**config.mk**
```make
export PLATFORM = sky130hd
export DESIGN_NAME = fptm_ctrl_flat
export DESIGN_NICKNAME = d
export VERILOG_FILES = /design/src/rtl/fptm_pkg.sv /design/src/rtl/fptm_ifs.sv /design/src/rtl/fptm_ctrl.sv /design/src/flat_wrapper.sv
export SDC_FILE = /design/constraint.sdc
export NUM_CORES = 1
export LEC_CHECK = 0
export ABC_CLOCK_PERIOD_IN_PS = 3950
export BUFFER_PORTS_ARGS = -buffer_cell sky130_fd_sc_hd__buf_2
export CORE_ASPECT_RATIO = 1.75
export CORE_MARGIN = 2
export CORE_UTILIZATION = 55
export CTS_CLUSTER_DIAMETER = 200
export CTS_CLUSTER_SIZE = 8
export DETAILED_ROUTE_END_ITERATION = 8
export GPL_ROUTABILITY_DRIVEN = 0
export MAX_ROUTING_LAYER = met4
export PLACE_DENSITY_LB_ADDON = 0.2
export SLEW_MARGIN = 20
export SYNTH_ARGS = -nofsm -noshare
export SYNTH_HDL_FRONTEND = slang
export SYNTH_SLANG_ARGS = --single-unit
```
**constraint.sdc**
```tcl
create_clock -name clk -period 3.95 [get_ports clk]
set_clock_uncertainty 0.1 [all_clocks]
set_input_delay 0.1975 -clock clk [delete_from_list [all_inputs] [get_ports clk]]
set_output_delay 0.1975 -clock clk [all_outputs]
set_load 0.005 [all_outputs]
```
**src/rtl/fptm_pkg.sv**
```systemverilog
// shared constants, types and helpers of the four-level page table mapper
`timescale 1ns / 1ps
package fptm_pkg;
	localparam int TABLE_PAGES = 64;
	localparam int ENTRIES     = 512;
	localparam int IDX_W       = $clog2(ENTRIES);
	localparam int PAGE_W      = $clog2(TABLE_PAGES);
	localparam int ADDR_W      = PAGE_W + IDX_W;
	localparam int DEPTH       = TABLE_PAGES * ENTRIES;
	localparam int NF_W        = $clog2(TABLE_PAGES + 1);
	localparam int FRAME_W     = 40;
	localparam int VP_W        = 36;
	localparam int ENTRY_W     = 64;
	localparam int STATUS_W    = 3;
	localparam int LVL_W       = 2;

	localparam logic [2:0] FLAGS_PWU = 3'b111;
	localparam logic       REQ_MAP   = 1'b0;
	localparam logic       REQ_UNMAP = 1'b1;

	typedef enum logic [STATUS_W-1:0] {
		ST_OK         = 3'd0,
		ST_MAPPED     = 3'd1,
		ST_NOT_MAPPED = 3'd2,
		ST_EXHAUSTED  = 3'd3,
		ST_OUTSIDE    = 3'd4
	} status_t;

	typedef enum logic [2:0] {
		S_INIT,
		S_IDLE,
		S_READ,
		S_EVAL,
		S_PGCLR,
		S_LINK,
		S_DONE
	} state_t;

	typedef struct packed {
		logic               we;
		logic [ADDR_W-1:0]  addr;
		logic [ENTRY_W-1:0] wdata;
	} mem_req_t;

	typedef struct packed {
		logic            init_busy;
		logic [NF_W-1:0] next_free;
	} ctrl_stat_t;

	function automatic logic [IDX_W-1:0] level_index(input logic [VP_W-1:0] vp,
			input logic [LVL_W-1:0] lvl);
		logic [IDX_W-1:0] idx;
		case (lvl)
			2'd0:    idx = vp[35:27];
			2'd1:    idx = vp[26:18];
			2'd2:    idx = vp[17:9];
			default: idx = vp[8:0];
		endcase
		return idx;
	endfunction
endpackage

```
**src/rtl/fptm_ifs.sv**
```systemverilog
// channel interfaces of the page table mapper
`timescale 1ns / 1ps
interface fptm_req_if;
	logic                         valid;
	logic                         ready;
	logic                         req_type;
	logic [fptm_pkg::VP_W-1:0]    virt_page;
	logic [fptm_pkg::FRAME_W-1:0] phys_page;
	modport source (output valid, req_type, virt_page, phys_page, input ready);
	modport sink (input valid, req_type, virt_page, phys_page, output ready);
endinterface

interface fptm_rsp_if;
	logic                          valid;
	logic                          ready;
	logic [fptm_pkg::STATUS_W-1:0] status;
	logic [fptm_pkg::FRAME_W-1:0]  old_phys_page;
	modport source (output valid, status, old_phys_page, input ready);
	modport sink (input valid, status, old_phys_page, output ready);
endinterface

interface fptm_cfg_if;
	logic                         valid;
	logic                         ready;
	logic [fptm_pkg::FRAME_W-1:0] data;
	modport source (output valid, data, input ready);
	modport sink (input valid, data, output ready);
endinterface

```
**src/rtl/fptm_ctrl.sv**
```systemverilog
// walk sequencer: reads, links, clears and writes table entries
`timescale 1ns / 1ps
module fptm_ctrl (
	input  logic                            clk,
	input  logic                            arst_n,
	fptm_req_if.sink                        req,
	fptm_rsp_if.source                      rsp,
	fptm_cfg_if.sink                        cfg,
	output fptm_pkg::mem_req_t              mem_req,
	input  logic [fptm_pkg::ENTRY_W-1:0]    mem_rdata,
	output fptm_pkg::ctrl_stat_t            stat
);
	fptm_pkg::state_t              state_q, state_d;
	logic [fptm_pkg::ADDR_W-1:0]   clr_q, clr_d;
	logic [fptm_pkg::LVL_W-1:0]    lvl_q, lvl_d;
	logic [fptm_pkg::PAGE_W-1:0]   page_q, page_d;
	logic [fptm_pkg::PAGE_W-1:0]   child_q, child_d;
	logic [fptm_pkg::NF_W-1:0]     nf_q, nf_d;
	logic [fptm_pkg::NF_W-1:0]     stray_q, stray_d;
	logic [fptm_pkg::FRAME_W-1:0]  base_q;
	logic                          type_q, type_d;
	logic [fptm_pkg::VP_W-1:0]     vp_q, vp_d;
	logic [fptm_pkg::FRAME_W-1:0]  pp_q, pp_d;
	fptm_pkg::status_t             res_st_q, res_st_d;
	logic [fptm_pkg::FRAME_W-1:0]  res_old_q, res_old_d;
	logic                          rsp_valid_q, rsp_valid_d;
	fptm_pkg::status_t             rsp_st_q, rsp_st_d;
	logic [fptm_pkg::FRAME_W-1:0]  rsp_old_q, rsp_old_d;

	logic                          present;
	logic [fptm_pkg::FRAME_W-1:0]  frame;
	logic [fptm_pkg::FRAME_W-1:0]  rel;
	logic                          in_store;
	logic [fptm_pkg::NF_W-1:0]     page_ext;
	logic [fptm_pkg::NF_W-1:0]     page_nxt;
	logic [fptm_pkg::FRAME_W-1:0]  child_frame;

	assign present     = mem_rdata[0];
	assign frame       = mem_rdata[51:12];
	assign rel         = frame - base_q;
	assign in_store    = rel < fptm_pkg::FRAME_W'(fptm_pkg::TABLE_PAGES);
	assign page_ext    = fptm_pkg::NF_W'(page_q);
	assign page_nxt    = page_ext + fptm_pkg::NF_W'(1);
	assign child_frame = base_q + fptm_pkg::FRAME_W'(child_q);

	assign cfg.ready          = 1'b1;
	assign rsp.valid          = rsp_valid_q;
	assign rsp.status         = rsp_st_q;
	assign rsp.old_phys_page  = rsp_old_q;
	assign stat.init_busy     = (state_q == fptm_pkg::S_INIT);
	assign stat.next_free     = nf_q;

	always_ff @(posedge clk or negedge arst_n) begin
		if (!arst_n) begin
			state_q     <= fptm_pkg::S_INIT;
			clr_q       <= '0;
			nf_q        <= fptm_pkg::NF_W'(1);
			stray_q     <= '0;
			base_q      <= '0;
			rsp_valid_q <= 1'b0;
		end else begin
			state_q     <= state_d;
			clr_q       <= clr_d;
			nf_q        <= nf_d;
			stray_q     <= stray_d;
			rsp_valid_q <= rsp_valid_d;
			if (cfg.valid) begin
				base_q <= cfg.data;
			end
		end
	end

	always_ff @(posedge clk) begin
		lvl_q     <= lvl_d;
		page_q    <= page_d;
		child_q   <= child_d;
		type_q    <= type_d;
		vp_q      <= vp_d;
		pp_q      <= pp_d;
		res_st_q  <= res_st_d;
		res_old_q <= res_old_d;
		rsp_st_q  <= rsp_st_d;
		rsp_old_q <= rsp_old_d;
	end

	always_comb begin
		state_d     = state_q;
		clr_d       = clr_q;
		lvl_d       = lvl_q;
		page_d      = page_q;
		child_d     = child_q;
		nf_d        = nf_q;
		stray_d     = stray_q;
		type_d      = type_q;
		vp_d        = vp_q;
		pp_d        = pp_q;
		res_st_d    = res_st_q;
		res_old_d   = res_old_q;
		rsp_st_d    = rsp_st_q;
		rsp_old_d   = rsp_old_q;
		rsp_valid_d = rsp_valid_q && !rsp.ready;
		req.ready   = 1'b0;
		mem_req     = '0;
		mem_req.addr = {page_q, fptm_pkg::level_index(vp_q, lvl_q)};
		case (state_q)
			fptm_pkg::S_INIT: begin
				mem_req.we   = 1'b1;
				mem_req.addr = clr_q;
				clr_d        = clr_q + fptm_pkg::ADDR_W'(1);
				if (clr_q == fptm_pkg::ADDR_W'(fptm_pkg::DEPTH - 1)) begin
					clr_d   = '0;
					state_d = fptm_pkg::S_IDLE;
				end
			end
			fptm_pkg::S_IDLE: begin
				req.ready = 1'b1;
				if (req.valid) begin
					type_d  = req.req_type;
					vp_d    = req.virt_page;
					pp_d    = req.phys_page;
					lvl_d   = '0;
					page_d  = '0;
					state_d = fptm_pkg::S_READ;
				end
			end
			fptm_pkg::S_READ: begin
				state_d = fptm_pkg::S_EVAL;
			end
			fptm_pkg::S_EVAL: begin
				res_old_d = '0;
				state_d   = fptm_pkg::S_DONE;
				if (lvl_q != 2'd3) begin
					if (present) begin
						if (!in_store) begin
							res_st_d = fptm_pkg::ST_OUTSIDE;
						end else begin
							page_d  = rel[fptm_pkg::PAGE_W-1:0];
							lvl_d   = lvl_q + 2'd1;
							state_d = fptm_pkg::S_READ;
						end
					end else if (type_q == fptm_pkg::REQ_UNMAP) begin
						res_st_d = fptm_pkg::ST_NOT_MAPPED;
					end else if (nf_q >= fptm_pkg::NF_W'(fptm_pkg::TABLE_PAGES)) begin
						res_st_d = fptm_pkg::ST_EXHAUSTED;
					end else begin
						child_d = nf_q[fptm_pkg::PAGE_W-1:0];
						nf_d    = nf_q + fptm_pkg::NF_W'(1);
						clr_d   = '0;
						state_d = (nf_q < stray_q) ? fptm_pkg::S_PGCLR : fptm_pkg::S_LINK;
					end
				end else if (type_q == fptm_pkg::REQ_MAP) begin
					if (present) begin
						res_st_d = fptm_pkg::ST_MAPPED;
					end else begin
						res_st_d      = fptm_pkg::ST_OK;
						mem_req.we    = 1'b1;
						mem_req.wdata = {12'd0, pp_q, 9'd0, fptm_pkg::FLAGS_PWU};
					end
				end else begin
					if (!present) begin
						res_st_d = fptm_pkg::ST_NOT_MAPPED;
					end else begin
						res_st_d      = fptm_pkg::ST_OK;
						res_old_d     = frame;
						mem_req.we    = 1'b1;
						mem_req.wdata = {mem_rdata[63:1], 1'b0};
					end
				end
				if (mem_req.we && page_ext >= nf_q && page_nxt > stray_q) begin
					stray_d = page_nxt;
				end
			end
			fptm_pkg::S_PGCLR: begin
				mem_req.we    = 1'b1;
				mem_req.addr  = {child_q, clr_q[fptm_pkg::IDX_W-1:0]};
				mem_req.wdata = '0;
				clr_d         = clr_q + fptm_pkg::ADDR_W'(1);
				if (clr_q[fptm_pkg::IDX_W-1:0] == fptm_pkg::IDX_W'(fptm_pkg::ENTRIES - 1)) begin
					clr_d   = '0;
					state_d = fptm_pkg::S_LINK;
				end
			end
			fptm_pkg::S_LINK: begin
				mem_req.we    = 1'b1;
				mem_req.wdata = {12'd0, child_frame, 9'd0, fptm_pkg::FLAGS_PWU};
				if (page_ext >= nf_q && page_nxt > stray_q) begin
					stray_d = page_nxt;
				end
				page_d  = child_q;
				lvl_d   = lvl_q + 2'd1;
				state_d = fptm_pkg::S_READ;
			end
			fptm_pkg::S_DONE: begin
				if (!rsp_valid_q || rsp.ready) begin
					rsp_valid_d = 1'b1;
					rsp_st_d    = res_st_q;
					rsp_old_d   = res_old_q;
					state_d     = fptm_pkg::S_IDLE;
				end
			end
			default: begin
				state_d = fptm_pkg::S_IDLE;
			end
		endcase
	end
endmodule

```
**src/flat_wrapper.sv**
```systemverilog
// flat-port wrapper written by rule: the top's interface ports become plain ports
module fptm_ctrl_flat 
  (clk, arst_n, mem_req, mem_rdata, stat, req_valid, req_req_type, req_virt_page, req_phys_page, req_ready, rsp_valid, rsp_status, rsp_old_phys_page, rsp_ready, cfg_valid, cfg_data, cfg_ready);
  fptm_req_if req_i ();
  fptm_rsp_if rsp_i ();
  fptm_cfg_if cfg_i ();
  input  logic clk;
  input  logic arst_n;
  output fptm_pkg::mem_req_t mem_req;
  input  logic [fptm_pkg::ENTRY_W-1:0] mem_rdata;
  output fptm_pkg::ctrl_stat_t stat;
  input wire logic [$bits(req_i.valid)-1:0] req_valid;
  input wire logic [$bits(req_i.req_type)-1:0] req_req_type;
  input wire logic [$bits(req_i.virt_page)-1:0] req_virt_page;
  input wire logic [$bits(req_i.phys_page)-1:0] req_phys_page;
  output wire logic [$bits(req_i.ready)-1:0] req_ready;
  output wire logic [$bits(rsp_i.valid)-1:0] rsp_valid;
  output wire logic [$bits(rsp_i.status)-1:0] rsp_status;
  output wire logic [$bits(rsp_i.old_phys_page)-1:0] rsp_old_phys_page;
  input wire logic [$bits(rsp_i.ready)-1:0] rsp_ready;
  input wire logic [$bits(cfg_i.valid)-1:0] cfg_valid;
  input wire logic [$bits(cfg_i.data)-1:0] cfg_data;
  output wire logic [$bits(cfg_i.ready)-1:0] cfg_ready;
  assign req_i.valid = req_valid;
  assign req_i.req_type = req_req_type;
  assign req_i.virt_page = req_virt_page;
  assign req_i.phys_page = req_phys_page;
  assign req_ready = req_i.ready;
  assign rsp_valid = rsp_i.valid;
  assign rsp_status = rsp_i.status;
  assign rsp_old_phys_page = rsp_i.old_phys_page;
  assign rsp_i.ready = rsp_ready;
  assign cfg_i.valid = cfg_valid;
  assign cfg_i.data = cfg_data;
  assign cfg_ready = cfg_i.ready;
  fptm_ctrl u_core (.clk(clk), .arst_n(arst_n), .req(req_i), .rsp(rsp_i), .cfg(cfg_i), .mem_req(mem_req), .mem_rdata(mem_rdata), .stat(stat));
endmodule
```
## Word-level counts from Yosys, hierarchy flattened

Cells that the tools add are included.

| storage, ports and cells | value |
|---|---|
| register bits | 250 |
| input bits | 186 |
| output and inout bits | 134 |
| word-level logic and storage cells | 132 |

| operators by class | value |
|---|---|
| add/subtract/negate cells | 6 |
| magnitude comparators | 5 |
| eq/ne operators | 25 |
| muxes and demuxes | 55 |
| bitwise operators | 3 |
| reduce and logical (&&, ||, !) cells | 22 |

Operator list:

| operator | count |
|---|---|
| $mux 64 | 3 |
| $pmux 64 s2 | 1 |
| $mux 15 | 6 |
| $mux 52 | 1 |
| $mux 3 | 15 |
| $pmux 15 s3 | 1 |
| $add 40x6->40 | 1 |
| $lt 40x7->1 const B | 1 |
| $sub 40x40->40 | 1 |
| $pmux 15 s2 | 1 |
| $pmux 9 s3 | 1 |
| $mux 6 | 4 |
| $pmux 3 s7 | 1 |
| $pmux 6 s3 | 1 |
| $add 15x1->15 const B | 1 |
| $eq 15x15->1 const B | 1 |
| $reduce_and 5->1 | 3 |
| $mux 7 | 2 |
| $ne 2x1->1 const B | 7 |
| $pmux 7 s2 | 1 |
| $ne 2x2->1 const B | 6 |
| $mux 1 | 10 |
| $mux 2 | 5 |
| $eq 3x3->1 const B | 3 |
| other kinds (28) | 39 |

## Logic depth before layout (Yosys ltp)

| logic depth | value |
|---|---|
| word-level depth | 8 |
| depth in mapped cells | 14 |
| mapped depth without buffers | 13 |

## Worst setup path before layout

No wires, ideal clock.

| path | value |
|---|---|
| path kind | reg2reg |
| from | register u_core.base_q[0] in the netlist's numbering |
| to | register u_core.res_st_q[0], enable pin |
| setup time | 0.269 ns |
| arrival time | 3.163 ns |
| required time | 3.581 ns |
| path slack | 0.418 ns |
| stages on the path, launching flop included | 13 |
| buffers on the path | 0 |
| period minus slack after synthesis | 3.532 ns |
| cell sequence | dfrtp_1 > ha_1 > fa_1 > nand2b_1 > a21oi_1 > o211ai_1 > a21oi_1 > o21ai_0 > a32o_1 > or4_1 > nor4b_1 > and4_1 > nor3_1 |

| between the ends | value |
|---|---|
| word-level cells in the longest chain between the ends | 4 |

RTL lines:

| what | line | RTL |
|---|---|---|
| from (decl) | fptm_ctrl.sv:20 | `logic [fptm_pkg::FRAME_W-1:0] base_q;` |
| from (signal assigned) | fptm_ctrl.sv:68 | `base_q <= cfg.data;` |
| $sub 40x40->40 | fptm_ctrl.sv:40 | `assign rel = frame - base_q;` |
| $lt 40x7->1 | fptm_ctrl.sv:41 | `assign in_store = rel < fptm_pkg::FRAME_W'(fptm_pkg::TABLE_PAGES);` |
| $ne 3x3->1 (no source line) | - |  |
| $reduce_and 3->1 (no source line) | - |  |
| to (signal assigned) | fptm_ctrl.sv:80 | `res_st_q <= res_st_d;` |
| to (decl) | fptm_ctrl.sv:24 | `fptm_pkg::status_t res_st_q, res_st_d;` |

No other way between the ends.
A chain may end at the register's enable or synchronous reset.

## Worst setup path in the final report

| path | value |
|---|---|
| from | input port mem_rdata[15] in the netlist's numbering |
| to | register u_core.res_st_q[0], enable pin |

| between the ends | value |
|---|---|
| word-level cells in the longest chain between the ends | 4 |

RTL lines:

| what | line | RTL |
|---|---|---|
| from (decl) | flat_wrapper.sv:10 | `input logic [fptm_pkg::ENTRY_W-1:0] mem_rdata;` |
| $sub 40x40->40 | fptm_ctrl.sv:40 |  |
| $lt 40x7->1 | fptm_ctrl.sv:41 |  |
| $ne 3x3->1 (no source line) | - |  |
| $reduce_and 3->1 (no source line) | - |  |

No other way between the ends.

==> flow_summary_export.csv <==
group,metric,value,unit
timing,slew_viol_final,0,
worst_hold_path,holdPathStages,2,
routing,vias,13900,
global_routing,grt_pass1_vias,14200,
global_routing,grt_usage,35.4,%
cells_and_area,nNetsFinal,2166,
worst_setup_path,startpoint_type,"input port",
floorplan,fp.dieArea,27600,um2
power_and_ir_drop,total_power,7.11,mW
synthesis,yosys.cell_types.count,76,
synthesis,yosysSeqAreaShare,49.4,%
worst_setup_path,crit_top_cell,"o211ai_1",
synthesis,syn_inst,1419,
worst_setup_path,end_kind,"flip-flop",
routing,wl_per_cell,21.7,um
timing,period_share,98.5,%
clock_tree,tritoncts,"done",
clock_tree,cts_max_level,2,
worst_setup_path,critPathArrivalTime,4040,ps
worst_setup_path,critPathRequiredTime,4100,ps
timing,timing.final.ws_setup,59.0,ps
clock_tree,cts_made_buffers,37,
power_and_ir_drop,vdd_ir_drop_max,291,uV
synthesis,yosys_warnings,0,
timing,setup_violations,0,
timing,max_slew_margin,28.5,%
timing,max_freq,257,MHz
global_routing,antenna_found_initial,1,
worst_setup_path,cpPeakStageDelay,580,ps
floorplan,coreArea,25900,um2
cells_and_area,layout-drive-gt1-share,23.2,%
synthesis,yosys.area.top_type,"edfxtp_1",
synthesis,syn_area_per_cell,10.2,um2
run,max_cap_violations,0,
worst_setup_path,cpLargestDelayFamily,"simple AND/OR/NAND/NOR gates",
cells_and_area,syn_to_final_growth,33.5,%
worst_setup_path,path_cells,"dlygate4sd3_1 -> buf_2 -> ha_1 -> o211ai_1 -> a21oi_4 -> o211ai_1 -> a21oi_2 -> or3_1 -> a32o_1 -> or4_1 -> nor4b_1 -> and4_1 -> nor3_1",
cells_and_area,stdcell_count,2250,
floorplan,initial_core_util,55.9,%
floorplan,io_pins,320,
synthesis,yosys-top-cells-count,"edfxtp_1 (177), nand2_1 (142), o21ai_0 (100)",
floorplan,die_h,218,um
synthesis,syn-num-nets,1684,
placed_design,place_ws,-66.3,ps
timing,worstMarginPinSlew,1070,ps
synthesis,syn-cell-area,14500,um2
clock_tree,insertion_delay,530,ps
clock_tree,clockRootBuffer,"clkbuf_16",
worst_setup_path,crit_type,"input port to flip-flop",
global_routing,grt_pass1_wl,74100,um
worst_setup_path,timing.rr.end,"u_core.res_st_q[0]$_DFFE_PP_",
worst_hold_path,hp-start,"mem_rdata[51]",
routing,wl,48700,um
cells_and_area,fillers,1777,
worst_setup_path,crit_fanout,6,
cells_and_area,postLayoutCellArea,19300,um2
global_routing,grt-ovfl-total,0,
synthesis,synth_ff_type,"edfxtp_1",
worst_setup_path,reg2reg_depth,12,
synthesis,synth-edff-count,177,
synthesis,ys_ff_latch,250,
synthesis,synth-async-reset-ratio,29.2,%
worst_setup_path,rrSetupSlack,80,ps
placed_design,dp_cells,2015,
synthesis,synth.most_common_cell,"edfxtp_1",
power_and_ir_drop,p_leak,8.14,nW
global_routing,grt_max_degree,78,
floorplan,num_rows,78,
worst_hold_path,hold_path.class,"input port to flip-flop",
worst_setup_path,crit_buf_inv,2,
status,outcome,"finished, final reports clean",
synthesis,ys_top_cells_by_area,"edfxtp_1 (37%), dfrtp_1 (12%), ha_1 (6.7%)",
worst_setup_path,cp_slowest_cell,"dlygate4sd3_1",
routing,viasPerCell,6.17,
cells_and_area,layout.area.seq,7140,um2
timing,period_minus_slack,3890,ps
synthesis,synth_top_area_share,36.8,%
worst_setup_path,r2r-start,"u_core.base_q[0]$_DFFE_PN0P_",
power_and_ir_drop,powerDensity,368,nW/um2
timing,hold_viol,0,
routing,drcViolationCount,0,
clock_tree,clkTransAtPathRegs,50,ps
floorplan,fp.dieW,127,um
timing,setup-tns-final,0,ps
placed_design,hpwl,32200,um
clock_tree,clock_tree.buffer_depth,3,
clock_tree,clock_sinks,250,
routing,ant_nets,0,
routing,dr.first_iter.drc_count,1125,
placed_design,io_buffer_count,318,
routing,first_pass_iters,8,
placed_design,place_area,16400,um2
cells_and_area,multi_input_area,6890,um2
worst_hold_path,min_to,"u_core.res_old_q[39]$_SDFFCE_PP0P_",
## metrics by stage
step           util, %  hold WS, ps
2_1_floorplan        -         -198
3_3_place_gp      63.5          273
3_5_place_dp      63.5          276
4_1_cts           74.0         38.1
5_1_grt           74.6         28.8
6_report          74.6         39.9
## registers in the layout, indices dropped and copies added, names as in the netlist, 7 cells and up
signal / cells
u_core.nf_q: 7
u_core.res_old_q: 40
u_core.vp_q: 36
u_core.clr_q: 15
u_core.rsp.old_phys_page: 40
u_core.pp_q: 40
u_core.base_q: 40
u_core.stray_q: 7
## worst max-delay path by stage
stage / from / end / slack (ps) / cells after the start
finish: mem_rdata[15] / u_core.res_st_q[0]$_DFFE_PP_ / 60 / 13
global route: u_core.base_q[0]$_DFFE_PN0P_ / u_core.res_st_q[2]$_SDFFCE_PP0P_ / -70 / 12
CTS: u_core.base_q[0]$_DFFE_PN0P_ / u_core.page_q[5]$_DFFE_PP_ / 10 / 12
detailed placement: u_core.base_q[0]$_DFFE_PN0P_ / u_core.page_q[5]$_DFFE_PP_ / -70 / 12
global placement: mem_rdata[12] / u_core.page_q[0]$_DFFE_PP_ / 70 / 14
floorplan: u_core.base_q[0]$_DFFE_PN0P_ / u_core.res_st_q[0]$_DFFE_PP_ / 420 / 12
## cell families (layout without fill, tap and decap cells)
group | count (synthesis) | count (layout) | share of synthesized area, %
fa+ha+maj | 79 | 79 | 6.94
buf+inv | 146 | 656 | 3.85
xor+xnor | 71 | 71 | 4.30
other cells | 1 | 2 | 0.0259
flops | 250 | 250 | 49.4
compound gates | 380 | 380 | 17.2
simple gates | 468 | 468 | 16.5
mux | 24 | 24 | 1.75
## metal layers
layer	global-route usage, %	wire (um)	vias up
met4	22.2	3380	0
met3	5.39	3060	244
met2	63.4	26000	757
met5	-	0	-
li1	-	-	6262
met1	35.8	16300	6611
## what timing repair did
| action | 4_1_cts | 5_1_grt |
|---|---|---|
| setup endpoints to repair | 12 | 21 |
| gates cloned | 0 | 0 |
| gates resized for setup | 3 | 24 |
| buffers inserted | 0 | 6 |
| hold buffers | 160 | 0 |
| pin swaps | 0 | 6 |
| endpoints found under the hold margin | 231 | 0 |
## cells in the final DEF (no fill, tap or decap), types with 13 or more instances in the layout
| cell | n |
|---|---|
| xor2_1 | 15 |
| nand4_1 | 28 |
| a21o_1 | 25 |
| nor2b_1 | 14 |
| and3_1 | 58 |
| clkbuf_16 | 39 |
| clkbuf_1 | 26 |
| dlygate4sd3_1 | 160 |
| ha_1 | 76 |
| xnor2_1 | 56 |
| nor4_1 | 13 |
| buf_2 | 317 |
| dfrtp_1 | 71 |
| a22oi_1 | 41 |
| o22ai_1 | 44 |
| nand2b_1 | 17 |
| a21oi_1 | 55 |
| edfxtp_1 | 177 |
| nor2_1 | 59 |
| nand2_1 | 141 |
| o21ai_0 | 98 |
| mux2i_1 | 14 |
| inv_1 | 71 |
| nand3_1 | 33 |
| nor3_1 | 31 |
| buf_4 | 36 |
| and2_1 | 29 |
## layout make-up
type | count | share of cell area [%]
Inverter | 74 | 1.44
Antenna cell | 1 | 0.0130
Multi-Input combinational cell | 1023 | 35.7
Tap cell | 320 | 2.07
Clock inverter | 2 | 0.0907
Clock buffer | 65 | 5.56
Timing Repair Buffer | 515 | 18.1
Sequential cell | 250 | 37.0
## power breakdown
part	total [mW]	switching (mW)	internal (mW)	leakage [nW]
Sequential	2.87	0.0299	2.84	2.38
Clock	2.99	1.16	1.83	0.520
Combinational	1.25	0.711	0.534	5.24
Total	7.11	1.90	5.20	8.14
Power figures use the tool's default switching activity.
